--- config.mk ---
export PLATFORM = sky130hd
export DESIGN_NAME = nearest_scaler_address_gen
export DESIGN_NICKNAME = d
export VERILOG_FILES = /design/src/rtl/nsag_pkg.sv /design/src/rtl/nearest_scaler_address_gen.sv /design/src/rtl/nsag_cfg.sv /design/src/rtl/nsag_ctrl.sv /design/src/rtl/nsag_dp.sv
export SDC_FILE = /design/constraint.sdc
export NUM_CORES = 1
export LEC_CHECK = 0
export ABC_AREA = 1
export BUFFER_PORTS_ARGS = -buffer_cell sky130_fd_sc_hd__buf_2
export CAP_MARGIN = 25
export CORE_MARGIN = 2
export CORE_UTILIZATION = 45
export DETAILED_ROUTE_END_ITERATION = 16
export SYNTH_ARGS = -nofsm -noshare
export SYNTH_HDL_FRONTEND = slang
export SYNTH_SLANG_ARGS = --single-unit
--- constraint.sdc ---
create_clock -name aclk -period 12.4 [get_ports aclk]
set_input_delay 1.86 -clock aclk [delete_from_list [all_inputs] [get_ports aclk]]
set_output_delay 1.86 -clock aclk [all_outputs]
set_load 0.01 [all_outputs]
--- src/rtl/nsag_pkg.sv ---
`timescale 1ns / 1ps
// Shared types and constants for the nearest-neighbour scaler address generator.
// No dependencies; imported by every module of the block.
package nsag_pkg;

    // Field and internal widths
    localparam int DIM_W           = 13;  // configuration registers and internal positions
    localparam int ERR_W           = 15;  // signed Bresenham error terms
    localparam int OUT_W           = 12;  // column and row result fields
    localparam int ADDR_W          = 24;  // source address result field
    localparam int CFG_IDX_W       = 3;
    localparam int MAX_DIM_DEFAULT = 4096;

    // Configuration register indexes
    typedef enum logic [CFG_IDX_W-1:0] {
        REG_SRC_WIDTH   = 3'd0,
        REG_SRC_HEIGHT  = 3'd1,
        REG_DEST_WIDTH  = 3'd2,
        REG_DEST_HEIGHT = 3'd3,
        REG_ROW_STRIDE  = 3'd4
    } cfg_reg_t;

    // Sequencer states
    typedef enum logic [2:0] {
        ST_IDLE,
        ST_VADD,
        ST_VSUB,
        ST_HADD,
        ST_HSUB,
        ST_EMIT
    } state_t;

    // Effective (clamped) dimensions and the raw stride
    typedef struct packed {
        logic [DIM_W-1:0] src_w;
        logic [DIM_W-1:0] src_h;
        logic [DIM_W-1:0] dst_w;
        logic [DIM_W-1:0] dst_h;
        logic [DIM_W-1:0] stride;
    } dims_t;

    // Sequencer to datapath
    typedef struct packed {
        logic start;      // load frame-start values
        logic step_en;    // commit the shared adder result
        logic step_vert;  // adder works on the vertical error
        logic step_sub;   // subtract destination size and advance the position
        logic emit;       // load the output register and advance the raster
    } ctrl_t;

    // Datapath to sequencer
    typedef struct packed {
        logic res_pos;    // adder result above zero
        logic dcol_zero;  // next pixel opens a destination row
        logic out_range;  // raster position outside the current frame
        logic out_free;   // output register can take an item
    } stat_t;

endpackage

--- src/rtl/nearest_scaler_address_gen.sv ---
`timescale 1ns / 1ps
// Nearest-neighbour scaler address generator, top level. Uses nsag_pkg, nsag_cfg,
// nsag_ctrl and nsag_dp. Per item: a vertical error pass on the first pixel of a destination
// row or a frame restart, then a horizontal pass, then an emit step that waits for a free
// output register; the passes run one error step per cycle.
// The next item is taken while the finished one waits in the output register.
// Reset (aresetn, synchronous, active low) sets the config registers to 1; first item restarts.
module nearest_scaler_address_gen
    import nsag_pkg::*;
#(
    parameter int MAX_DIM = MAX_DIM_DEFAULT
) (
    input  logic                 aclk,
    input  logic                 aresetn,
    input  logic                 cfg_wr_en,
    input  logic [CFG_IDX_W-1:0] cfg_index,
    input  logic [DIM_W-1:0]     cfg_data,
    input  logic                 s_valid,
    output logic                 s_ready,
    input  logic                 s_restart,
    output logic                 m_valid,
    input  logic                 m_ready,
    output logic [OUT_W-1:0]     m_src_col,
    output logic [OUT_W-1:0]     m_src_row,
    output logic [ADDR_W-1:0]    m_src_address,
    output logic [OUT_W-1:0]     m_dest_col,
    output logic [OUT_W-1:0]     m_dest_row,
    output logic                 m_row_end,
    output logic                 m_frame_end
);

    dims_t dims;
    ctrl_t ctrl;
    stat_t stat;
    logic  restart_pending;

    nsag_cfg #(
        .MAX_DIM(MAX_DIM)
    ) u_cfg (
        .aclk            (aclk),
        .aresetn         (aresetn),
        .cfg_wr_en       (cfg_wr_en),
        .cfg_index       (cfg_index),
        .cfg_data        (cfg_data),
        .restart_clr     (ctrl.start),
        .dims            (dims),
        .restart_pending (restart_pending)
    );

    nsag_ctrl u_ctrl (
        .aclk            (aclk),
        .aresetn         (aresetn),
        .s_valid         (s_valid),
        .s_restart       (s_restart),
        .restart_pending (restart_pending),
        .stat            (stat),
        .s_ready         (s_ready),
        .ctrl            (ctrl)
    );

    nsag_dp u_dp (
        .aclk          (aclk),
        .aresetn       (aresetn),
        .dims          (dims),
        .ctrl          (ctrl),
        .stat          (stat),
        .m_ready       (m_ready),
        .m_valid       (m_valid),
        .m_src_col     (m_src_col),
        .m_src_row     (m_src_row),
        .m_src_address (m_src_address),
        .m_dest_col    (m_dest_col),
        .m_dest_row    (m_dest_row),
        .m_row_end     (m_row_end),
        .m_frame_end   (m_frame_end)
    );

    // an item is never written over a result still waiting
    a_no_overwrite: assert property (@(posedge aclk) disable iff (!aresetn)
        ctrl.emit |-> (!m_valid || m_ready))
        else $error("output register overwritten");

    // the last pixel of a frame also closes its row
    a_frame_end_row: assert property (@(posedge aclk) disable iff (!aresetn)
        (m_valid && m_frame_end) |-> m_row_end)
        else $error("frame end without row end");

    // one item at a time: the sequencer is busy after an accept
    a_busy_after_accept: assert property (@(posedge aclk) disable iff (!aresetn)
        (s_valid && s_ready) |=> !s_ready)
        else $error("ready straight after accept");

    // a result is loaded only by the sequencer's emit step
    a_valid_source: assert property (@(posedge aclk) disable iff (!aresetn)
        $rose(m_valid) |-> $past(ctrl.emit))
        else $error("result without emit");

endmodule

--- src/rtl/nsag_cfg.sv ---
`timescale 1ns / 1ps
// Configuration registers, dimension clamping and the pending frame restart.
// Depends on nsag_pkg.
module nsag_cfg
    import nsag_pkg::*;
#(
    parameter int MAX_DIM = MAX_DIM_DEFAULT
) (
    input  logic                 aclk,
    input  logic                 aresetn,
    input  logic                 cfg_wr_en,
    input  logic [CFG_IDX_W-1:0] cfg_index,
    input  logic [DIM_W-1:0]     cfg_data,
    input  logic                 restart_clr,
    output dims_t                dims,
    output logic                 restart_pending
);

    localparam int CMP_W = 17;
    localparam logic [CMP_W-1:0] MAX_DIM_C = CMP_W'(MAX_DIM);
    localparam logic [DIM_W-1:0] MAX_DIM_T = DIM_W'(MAX_DIM);

    logic [DIM_W-1:0] src_w_reg, src_h_reg, dst_w_reg, dst_h_reg, stride_reg;
    logic [DIM_W-1:0] src_w_next, src_h_next, dst_w_next, dst_h_next, stride_next;
    logic             pending_reg, pending_next;
    logic             wr_hit;

    // zero reads as one, anything above the limit reads as the limit
    function automatic logic [DIM_W-1:0] eff_dim(input logic [DIM_W-1:0] v);
        logic [DIM_W-1:0] r;
        if (v == '0) begin
            r = DIM_W'(1);
        end else if (CMP_W'(v) > MAX_DIM_C) begin
            r = MAX_DIM_T;
        end else begin
            r = v;
        end
        return r;
    endfunction

    // register write decode
    always_comb begin
        src_w_next  = src_w_reg;
        src_h_next  = src_h_reg;
        dst_w_next  = dst_w_reg;
        dst_h_next  = dst_h_reg;
        stride_next = stride_reg;
        wr_hit      = 1'b0;
        if (cfg_wr_en) begin
            unique case (cfg_index)
                REG_SRC_WIDTH:   begin src_w_next  = cfg_data; wr_hit = 1'b1; end
                REG_SRC_HEIGHT:  begin src_h_next  = cfg_data; wr_hit = 1'b1; end
                REG_DEST_WIDTH:  begin dst_w_next  = cfg_data; wr_hit = 1'b1; end
                REG_DEST_HEIGHT: begin dst_h_next  = cfg_data; wr_hit = 1'b1; end
                REG_ROW_STRIDE:  begin stride_next = cfg_data; wr_hit = 1'b1; end
                default:         wr_hit = 1'b0;
            endcase
        end
    end

    // a write to one of the five registers restarts the frame on the next item
    always_comb begin
        if (wr_hit) begin
            pending_next = 1'b1;
        end else if (restart_clr) begin
            pending_next = 1'b0;
        end else begin
            pending_next = pending_reg;
        end
    end

    always_ff @(posedge aclk) begin
        if (!aresetn) begin
            src_w_reg   <= DIM_W'(1);
            src_h_reg   <= DIM_W'(1);
            dst_w_reg   <= DIM_W'(1);
            dst_h_reg   <= DIM_W'(1);
            stride_reg  <= DIM_W'(1);
            pending_reg <= 1'b1;
        end else begin
            src_w_reg   <= src_w_next;
            src_h_reg   <= src_h_next;
            dst_w_reg   <= dst_w_next;
            dst_h_reg   <= dst_h_next;
            stride_reg  <= stride_next;
            pending_reg <= pending_next;
        end
    end

    assign dims.src_w     = eff_dim(src_w_reg);
    assign dims.src_h     = eff_dim(src_h_reg);
    assign dims.dst_w     = eff_dim(dst_w_reg);
    assign dims.dst_h     = eff_dim(dst_h_reg);
    assign dims.stride    = stride_reg;
    assign restart_pending = pending_reg;

endmodule

--- src/rtl/nsag_ctrl.sv ---
`timescale 1ns / 1ps
// Sequencer: steps the shared error adder through the vertical and horizontal passes.
// Depends on nsag_pkg.
module nsag_ctrl
    import nsag_pkg::*;
(
    input  logic  aclk,
    input  logic  aresetn,
    input  logic  s_valid,
    input  logic  s_restart,
    input  logic  restart_pending,
    input  stat_t stat,
    output logic  s_ready,
    output ctrl_t ctrl
);

    state_t state_reg, state_next;
    logic   start_cond;

    assign start_cond = s_restart || restart_pending || stat.out_range;

    // next state
    always_comb begin
        state_next = state_reg;
        unique case (state_reg)
            ST_IDLE: begin
                if (s_valid) begin
                    state_next = (start_cond || stat.dcol_zero) ? ST_VADD : ST_HADD;
                end
            end
            ST_VADD, ST_VSUB: state_next = stat.res_pos ? ST_VSUB : ST_HADD;
            ST_HADD, ST_HSUB: state_next = stat.res_pos ? ST_HSUB : ST_EMIT;
            ST_EMIT:          state_next = stat.out_free ? ST_IDLE : ST_EMIT;
            default:          state_next = ST_IDLE;
        endcase
    end

    // outputs
    always_comb begin
        s_ready        = 1'b0;
        ctrl.start     = 1'b0;
        ctrl.step_en   = 1'b0;
        ctrl.step_vert = 1'b0;
        ctrl.step_sub  = 1'b0;
        ctrl.emit      = 1'b0;
        unique case (state_reg)
            ST_IDLE: begin
                s_ready    = 1'b1;
                ctrl.start = s_valid && start_cond;
            end
            ST_VADD: begin
                ctrl.step_en   = 1'b1;
                ctrl.step_vert = 1'b1;
            end
            ST_VSUB: begin
                ctrl.step_en   = 1'b1;
                ctrl.step_vert = 1'b1;
                ctrl.step_sub  = 1'b1;
            end
            ST_HADD: ctrl.step_en = 1'b1;
            ST_HSUB: begin
                ctrl.step_en  = 1'b1;
                ctrl.step_sub = 1'b1;
            end
            ST_EMIT: ctrl.emit = stat.out_free;
            default: s_ready = 1'b0;
        endcase
    end

    always_ff @(posedge aclk) begin
        if (!aresetn) begin
            state_reg <= ST_IDLE;
        end else begin
            state_reg <= state_next;
        end
    end

endmodule

--- src/rtl/nsag_dp.sv ---
`timescale 1ns / 1ps
// Datapath: error and position registers, the shared add/subtract unit,
// the address multiplier and the output register. Depends on nsag_pkg.
module nsag_dp
    import nsag_pkg::*;
(
    input  logic              aclk,
    input  logic              aresetn,
    input  dims_t             dims,
    input  ctrl_t             ctrl,
    output stat_t             stat,
    input  logic              m_ready,
    output logic              m_valid,
    output logic [OUT_W-1:0]  m_src_col,
    output logic [OUT_W-1:0]  m_src_row,
    output logic [ADDR_W-1:0] m_src_address,
    output logic [OUT_W-1:0]  m_dest_col,
    output logic [OUT_W-1:0]  m_dest_row,
    output logic              m_row_end,
    output logic              m_frame_end
);

    logic [ERR_W-1:0] herr_reg, herr_next, verr_reg, verr_next;
    logic [DIM_W-1:0] scol_reg, scol_next, srow_reg, srow_next;
    logic [DIM_W-1:0] dcol_reg, dcol_next, drow_reg, drow_next;
    logic             m_valid_reg, m_valid_next;
    logic [OUT_W-1:0]  m_src_col_reg, m_src_row_reg, m_dest_col_reg, m_dest_row_reg;
    logic [ADDR_W-1:0] m_src_address_reg;
    logic              m_row_end_reg, m_frame_end_reg;

    logic [ERR_W-1:0]   h_init, v_init;
    logic [ERR_W-1:0]   alu_a, alu_b, alu_res;
    logic [DIM_W-1:0]   alu_dim;
    logic               rend, fend;
    logic [2*DIM_W-1:0] row_base;
    logic [ADDR_W-1:0]  addr;

    // frame and row start error values: minus half the source minus the destination
    assign h_init = ERR_W'(0) - ERR_W'(dims.src_w >> 1) - ERR_W'(dims.dst_w);
    assign v_init = ERR_W'(0) - ERR_W'(dims.src_h >> 1) - ERR_W'(dims.dst_h);

    // shared error adder
    always_comb begin
        if (ctrl.step_vert) begin
            alu_a   = verr_reg;
            alu_dim = ctrl.step_sub ? dims.dst_h : dims.src_h;
        end else begin
            alu_a   = herr_reg;
            alu_dim = ctrl.step_sub ? dims.dst_w : dims.src_w;
        end
        alu_b   = ERR_W'(alu_dim);
        alu_res = ctrl.step_sub ? (alu_a - alu_b) : (alu_a + alu_b);
    end

    // raster position flags and source address
    assign rend     = (dcol_reg == DIM_W'(dims.dst_w - DIM_W'(1)));
    assign fend     = rend && (drow_reg == DIM_W'(dims.dst_h - DIM_W'(1)));
    assign row_base = srow_reg * dims.stride;
    assign addr     = ADDR_W'(row_base) + ADDR_W'(scol_reg);

    assign stat.res_pos   = !alu_res[ERR_W-1] && (alu_res != '0);
    assign stat.dcol_zero = (dcol_reg == '0);
    assign stat.out_range = (dcol_reg >= dims.dst_w) || (drow_reg >= dims.dst_h);
    assign stat.out_free  = !m_valid_reg || m_ready;

    // state update
    always_comb begin
        herr_next = herr_reg;
        verr_next = verr_reg;
        scol_next = scol_reg;
        srow_next = srow_reg;
        dcol_next = dcol_reg;
        drow_next = drow_reg;
        priority if (ctrl.start || (ctrl.emit && fend)) begin
            herr_next = h_init;
            verr_next = v_init;
            scol_next = '0;
            srow_next = '0;
            dcol_next = '0;
            drow_next = '0;
        end else if (ctrl.emit && rend) begin
            herr_next = h_init;
            scol_next = '0;
            dcol_next = '0;
            drow_next = DIM_W'(drow_reg + DIM_W'(1));
        end else if (ctrl.emit) begin
            dcol_next = DIM_W'(dcol_reg + DIM_W'(1));
        end else if (ctrl.step_en && ctrl.step_vert) begin
            verr_next = alu_res;
            if (ctrl.step_sub) begin
                srow_next = DIM_W'(srow_reg + DIM_W'(1));
            end
        end else if (ctrl.step_en) begin
            herr_next = alu_res;
            if (ctrl.step_sub) begin
                scol_next = DIM_W'(scol_reg + DIM_W'(1));
            end
        end else begin
            herr_next = herr_reg;
        end
    end

    // output item handshake
    always_comb begin
        if (ctrl.emit) begin
            m_valid_next = 1'b1;
        end else if (m_ready) begin
            m_valid_next = 1'b0;
        end else begin
            m_valid_next = m_valid_reg;
        end
    end

    always_ff @(posedge aclk) begin
        if (!aresetn) begin
            herr_reg    <= '0;
            verr_reg    <= '0;
            scol_reg    <= '0;
            srow_reg    <= '0;
            dcol_reg    <= '0;
            drow_reg    <= '0;
            m_valid_reg <= 1'b0;
        end else begin
            herr_reg    <= herr_next;
            verr_reg    <= verr_next;
            scol_reg    <= scol_next;
            srow_reg    <= srow_next;
            dcol_reg    <= dcol_next;
            drow_reg    <= drow_next;
            m_valid_reg <= m_valid_next;
        end
    end

    // output payload
    always_ff @(posedge aclk) begin
        if (ctrl.emit) begin
            m_src_col_reg     <= OUT_W'(scol_reg);
            m_src_row_reg     <= OUT_W'(srow_reg);
            m_src_address_reg <= addr;
            m_dest_col_reg    <= OUT_W'(dcol_reg);
            m_dest_row_reg    <= OUT_W'(drow_reg);
            m_row_end_reg     <= rend;
            m_frame_end_reg   <= fend;
        end
    end

    assign m_valid       = m_valid_reg;
    assign m_src_col     = m_src_col_reg;
    assign m_src_row     = m_src_row_reg;
    assign m_src_address = m_src_address_reg;
    assign m_dest_col    = m_dest_col_reg;
    assign m_dest_row    = m_dest_row_reg;
    assign m_row_end     = m_row_end_reg;
    assign m_frame_end   = m_frame_end_reg;

endmodule

==> flow_metrics.py, run 1 <==
metrics = {
    "sta": {
        "final-setup-viol-count": 0,
        "fin_crit_sh_pct": 52.1,
        "finalMaxSlewViolations": 0,
        "clock_skew_ns": 0.0183,
        "clock.fmax_ghz": 0.155,
        "fin_tns_setup_ns": 0,
        "slew_headroom_pct": 32.7,
        "rsz0062_at_grt": "false",
        "tightest_slew_ns": 1.01,
        "min_period_ns": 6.46,
        "hold_viol": 0,
    },
    "detailed_routing": {
        "routed-via-count": 17200,
        "via_per_inst": 5.22,
        "routed_wl_um": 55400,
        "drc_errors": 0,
        "avgRoutedWirePerCell_um": 16.8,
        "first_iter_violations": 1515,
        "antenna_left": 0,
        "dr.pass1.iters": 6,
    },
    "critical_path": {
        "end_kind": "register",
        "worstPathArrival_ns": 6.78,
        "path_class": "register to register",
        "regToRegSetupSlack_ns": 5.94,
        "cp.required_ns": 12.72,
        "cpMostUsedCell": "inv_1",
        "critPathTopFamily": "adder cells",
        "slowest_delay_ns": 0.74,
        "path_cells": "nand2_1 > fa_1 > inv_1 > fa_1 > inv_1 > fa_1 > inv_1 > ha_1 > inv_1 > fa_1 > inv_1 > fa_1 > ha_1 > a21oi_1 > inv_1 > a31oi_1 > o21ai_0 > a21oi_1 > inv_1 > a21oi_1 > o21ai_0 > nand2_1 > nand2_1 > xor2_1",
        "crit_slowest_cell": "dfxtp_1",
        "crit_buf_inv": 7,
        "cp_max_fo": 16,
        "startpoint_type": "register",
    },
    "final_layout": {
        "n_antenna_cell": 0,
        "final_layout_size_suffix_gt1_share_pct": 6.88,
        "area_growth_pct": 9.43,
        "fin_nets": 3007,
        "largest_reg_flops": 24,
        "stdcell_area_sq_mm": 0.0216,
    },
    "clocking": {
        "root_buffer": "clkbuf_16",
        "cts_tree": "done",
        "cts.sinks": 226,
        "clk_pin_slew_worst_paths_ns": 0.06,
        "post-cts-setup-buffers": 0,
        "clock_path_buffers": 3,
        "cts_resized": 0,
        "htreeDepth": 1,
        "cts_buffers": 28,
        "hold_buffers": 0,
        "clkLatencyLatePin_ns": 0.59,
    },
    "yosys": {
        "yosys.area.top_type_share_pct": 15.4,
        "syn_inst": 2651,
        "synth-edff-count": 74,
        "syn_nets": 2962,
        "synth_flop_cell": "dfxtp_1",
        "synthesis.area_sq_mm": 0.0198,
        "ys_seq_elements": 226,
        "ys_async_sr_fraction_pct": 0,
        "ys_top_cells_by_area": "dfxtp_1, fa_1, edfxtp_1",
        "ys_types": 51,
        "yosysMostFrequentCell": "nand2_1",
        "synth_common_cells": "nand2_1, inv_1, nor2_1",
        "synth.avg_cell_area_sq_um": 7.45,
        "yosysTopAreaCell": "dfxtp_1",
        "yosys_warnings": 0,
        "ys_seq_area_share_pct": 26.7,
    },
    "floorplanning": {
        "die_h_um": 213,
        "rows": 76,
        "die_area_sq_mm": 0.0456,
        "ios": 98,
        "core-area_sq_mm": 0.0432,
        "start_util_pct": 45.7,
        "die_w_um": 213,
    },
    "global_route": {
        "antenna_found_initial": 0,
        "grt_overflow": 0,
        "grt_usage_pct": 24.6,
        "grt_pass1_vias": 16400,
        "grt_pass1_wl_um": 88200,
        "grt_max_degree": 63,
    },
    "min_path": {
        "hold_class": "register to register",
    },
    "placement": {
        "gp_congestion": 0.933,
        "dp_hpwl_um": 43100,
        "postPlaceCellArea_sq_mm": 0.0206,
        "port_buffers": 97,
    },
    "run_status": {
        "status": "finished clean",
    },
    "power": {
        "ir_worst_vdd_mv": 0.0938,
        "leakage_nw": 10.7,
        "pwr_density_cell_mw_per_mm2": 118,
    },
    "run": {
        "maxCapViolCount": 0,
    },
}
==> final cells by class <==
cell class	instances	area, sq um
fillers	4291	21600
repair buffers	104	538
multi-input cells	1885	12400
well taps	585	732
flip-flops and latches	226	5270
clock buffers	39	830
inverters	451	1690
clock inverters	13	154
==> report_power, final <==
part           total (mW)  internal, mW  switching [mW]
sequential          0.833         0.804          0.0292
combinational       0.836         0.272           0.564
clock               0.873         0.515           0.358
==> per-stage QoR <==
step | utilization [%] | instances | hold slack, ns | setup slack, ns | power [mW]
finish | 50.1 | 3303 | 0.471 | 5.94 | 2.54
floorplan | - | 2651 | 0.406 | 6.52 | 1.46
global placement | 47.8 | 3251 | 0.455 | 6.09 | 1.66
detailed placement | 47.8 | 3251 | 0.461 | 6.02 | 1.67
global route | 50.1 | 3303 | 0.501 | 5.48 | 2.70
CTS | 50.1 | 3303 | 0.470 | 5.99 | 2.55
==> routing by layer <==
layer	global-route usage [%]	vias up	share of wire (%)
met5	0	-	0
met4	5.87	0	2.2
met3	2.96	78	5.6
met2	38.7	447	45
met1	36.2	8187	47
li1	-	8535	-
==> cell usage in the layout (no fill, tap or decap), drive strengths merged, types with 5 or more instances in the layout <==
cell / count
nor4: 21
o21ai: 178
o31ai: 5
clkbuf: 39
xor2: 102
nor3: 37
nand2: 564
nand4: 38
ha: 157
nor3b: 10
dfxtp: 152
edfxtp: 74
inv: 452
xnor2: 28
nand3b: 5
clkinv: 9
nand3: 120
buf: 104
nor2: 288
a21oi: 143
o211ai: 10
and3: 6
a31oi: 7
fa: 132
==> cell families (layout without fill, tap and decap cells) <==
kind of cell | Yosys count | in the layout | synth area share (%)
xor gates and xnor gates | 130 | 130 | 5.77
muxes | 1 | 1 | 0.0507
AOI/OAI and AO/OA | 370 | 370 | 10.1
adders and majority gates | 289 | 289 | 23.3
buffers and inverters | 540 | 607 | 10.6
and+or+nand+nor | 1095 | 1095 | 23.5
DFF | 226 | 226 | 26.7
==> worst register-to-register path, stage by stage, from the launching register on <==
cell and delay (ns):
dfxtp_1 0.74, nand2_1 0.17, fa_1 0.57, inv_1 0.06, fa_1 0.54, inv_1 0.05
fa_1 0.49, inv_1 0.04, ha_1 0.27, inv_1 0.05, fa_1 0.53, inv_1 0.05
fa_1 0.47, ha_1 0.39, a21oi_1 0.22, inv_1 0.06, a31oi_1 0.21, o21ai_0 0.19
a21oi_1 0.31, inv_1 0.09, a21oi_1 0.21, o21ai_0 0.19, nand2_1 0.10, nand2_1 0.06
xor2_1 0.14
==> path summary, 6_finish.rpt <==
path | from | end | cells after the start
worst max register to register | u_dp.srow_reg[4] | u_dp.m_src_address[20] | 24
worst max-delay path | u_dp.srow_reg[4] | u_dp.m_src_address[20] | 24
worst min register to register | u_dp.herr_reg[1] | u_dp.herr_reg[1] | 2
worst min-delay path | u_dp.herr_reg[1] | u_dp.herr_reg[1] | 2
Note: power is estimated with default switching activity, not from simulation.
==> inputs of run 2 (changes only) <==
Clock period 12.4 ns to 5.38 ns, I/O delays scaled along.
==> run 2 against run 1 <==
Via count up 2.5%; clock power up 130%; cell count up 3.3%; worst hold slack better by 0.0067 ns; non-clock buffer count up 107; critical endpoint unchanged; sequential power up 130%; sequential cell count unchanged.
==> flow_metrics.py, run 2 (synthesis gave the netlist of run 1 again) <==
metrics = {
    "global_route": {
        "grt_pass1_vias": 17300,
        "grt_max_degree": 51,
        "grt_pass1_wl_um": 90900,
        "antenna_found_initial": 1,
        "grt_overflow": 0,
        "grt_usage_pct": 25.3,
    },
    "final_layout": {
        "largest_reg_flops": 24,
        "regArea_sq_mm": 0.00532,
        "final_layout_size_suffix_gt1_share_pct": 12.7,
        "multi_input_area_sq_mm": 0.0127,
        "fillers": 4271,
        "fin_nets": 3114,
        "stdcell_area_sq_mm": 0.0228,
        "layout_common_cells": "nand2_1, inv_1, nor2_1",
        "area_growth_pct": 15.3,
        "final_common_cell": "nand2_1",
    },
    "sta": {
        "clock.fmax_ghz": 0.187,
        "rsz0062_at_grt": "true",
        "slew_headroom_pct": 27.3,
        "hold_viol": 0,
        "min_period_ns": 5.34,
        "final-setup-viol-count": 0,
        "clock_skew_ns": 0.0176,
        "finalMaxSlewViolations": 0,
        "fin_crit_sh_pct": 99.3,
        "hold_ws_ns": 0.478,
        "tightest_slew_ns": 1.08,
    },
    "critical_path": {
        "reg2reg_depth": 25,
        "r2r-start": "u_dp.srow_reg[5]",
        "timing.rr.end": "u_dp.m_src_address[20]",
        "startpoint_type": "register",
        "path_class": "register to register",
        "worstPathArrival_ns": 5.66,
        "end_kind": "register",
        "cp_max_fo": 7,
        "cp.required_ns": 5.70,
        "regToRegSetupSlack_ns": 0.04,
    },
    "clocking": {
        "clock_path_buffers": 3,
        "clkLatencyLatePin_ns": 0.57,
        "htreeDepth": 1,
        "cts_buffers": 28,
        "clk_pin_slew_worst_paths_ns": 0.06,
        "cts_tree": "done",
        "hold_buffers": 0,
        "root_buffer": "clkbuf_16",
        "cts.sinks": 226,
    },
    "min_path": {
        "min_from": "u_dp.herr_reg[1]",
        "hold_class": "register to register",
        "min_delay_path_depth": 2,
        "whs_endpoint": "u_dp.herr_reg[1]",
    },
    "floorplanning": {
        "rows": 76,
        "die_w_um": 213,
        "start_util_pct": 45.7,
        "core-area_sq_mm": 0.0432,
        "die_h_um": 213,
        "ios": 98,
        "die_area_sq_mm": 0.0456,
    },
    "detailed_routing": {
        "via_per_inst": 5.18,
        "antenna_left": 0,
        "drc_errors": 0,
        "avgRoutedWirePerCell_um": 16.7,
        "routed-via-count": 17700,
        "routed_wl_um": 56900,
        "first_iter_violations": 1225,
        "dr.pass1.iters": 5,
    },
    "placement": {
        "postPlaceCellArea_sq_mm": 0.0215,
        "gp_congestion": 0.915,
        "dp_hpwl_um": 45200,
        "port_buffers": 97,
    },
    "run": {
        "maxCapViolCount": 0,
    },
    "power": {
        "ir_worst_vdd_mv": 0.276,
        "pwr_density_cell_mw_per_mm2": 258,
        "leakage_nw": 11.2,
    },
    "run_status": {
        "status": "finished clean",
    },
}
run 2: changes by cell type in the layout (fill, tap and decap cells not counted), sizes merged:
| cell | delta |
|---|---|
| buf | +107 |
| inv | -3 |
| bufinv | +2 |
| clkbuf | +2 |
| clkinv | -2 |
| clkinvlp | +1 |
| diode | +1 |
run 2: metal layers:
layer  share of wire [%]  global-route usage, %  up-vias
met5                   0                      0        -
met4                 2.6                   6.66        0
met3                 3.7                   2.28       81
met2                  49                   45.6      401
met1                  44                   32.3     8446
li1                    -                      -     8743
run 2: through the flow:
stage	cells	setup TNS [ns]	utilization, %	total power, mW	setup WS (ns)
floorplan	2651	0	-	3.36	0.000550
global placement	3348	-0.230	49.7	3.84	-0.113
detailed placement	3348	-0.642	49.7	3.86	-0.217
CTS	3408	-0.0116	52.4	5.89	-0.00917
global route	3411	-0.414	52.8	6.22	-0.190
finish	3411	0	52.8	5.88	0.0350
run 2: cell type report:
class                           count  share of cell area [%]
Antenna cell                        1                  0.0110
Timing Repair Buffer              211                    6.10
Clock buffer                       41                    3.56
Sequential cell                   226                    23.3
Clock inverter                     11                   0.731
Multi-Input combinational cell   1885                    55.6
Inverter                          451                    7.43
Tap cell                          585                    3.21
run 2: worst max path at each step:
| stage | startpoint | end | slack, ns | cells past startpoint |
|---|---|---|---|---|
| 2_1_floorplan | u_dp.srow_reg[6] | u_dp.m_src_address[23] | 0.0006 | 23 |
| 3_3_place_gp | u_dp.srow_reg[5] | u_dp.m_src_address[20] | -0.11 | 25 |
| 3_5_place_dp | u_dp.srow_reg[5] | u_dp.m_src_address[20] | -0.22 | 25 |
| 4_1_cts | u_cfg.stride_reg[1] | u_dp.m_src_address[21] | -0.009 | 22 |
| 5_1_grt | u_dp.srow_reg[5] | u_dp.m_src_address[20] | -0.19 | 25 |
| 6_report | u_dp.srow_reg[5] | u_dp.m_src_address[20] | 0.04 | 25 |
run 2: power by group:
group | internal (mW) | switching [mW]
combinational | 0.647 | 1.31
clock | 1.23 | 0.786
sequential | 1.85 | 0.0559
total | 3.73 | 2.15
run 2: worst max-delay path, stage by stage, from the launching register on:
cell and delay, ns:
dfxtp_4 0.39, buf_6 0.12, nand2_4 0.04, fa_1 0.51, inv_2 0.04, fa_2 0.53, inv_2 0.04, fa_1 0.46
inv_1 0.04, ha_1 0.26, inv_1 0.04, fa_1 0.49, inv_2 0.04, fa_1 0.59, ha_4 0.23, a21oi_4 0.14
inv_2 0.06, a31oi_4 0.17, o21ai_2 0.10, a21oi_2 0.16, inv_1 0.07, a21oi_2 0.19, o21ai_2 0.10, nand2_1 0.08
nand2_1 0.06, xor2_1 0.14
run 2: timing repair:
action / 4_1_cts / 5_1_grt
gates resized for setup: 41 / 31
pin swaps: 30 / 30
gates cloned: 0 / 0
endpoints found under the setup margin: 6 / 11
buffers inserted: 9 / 2
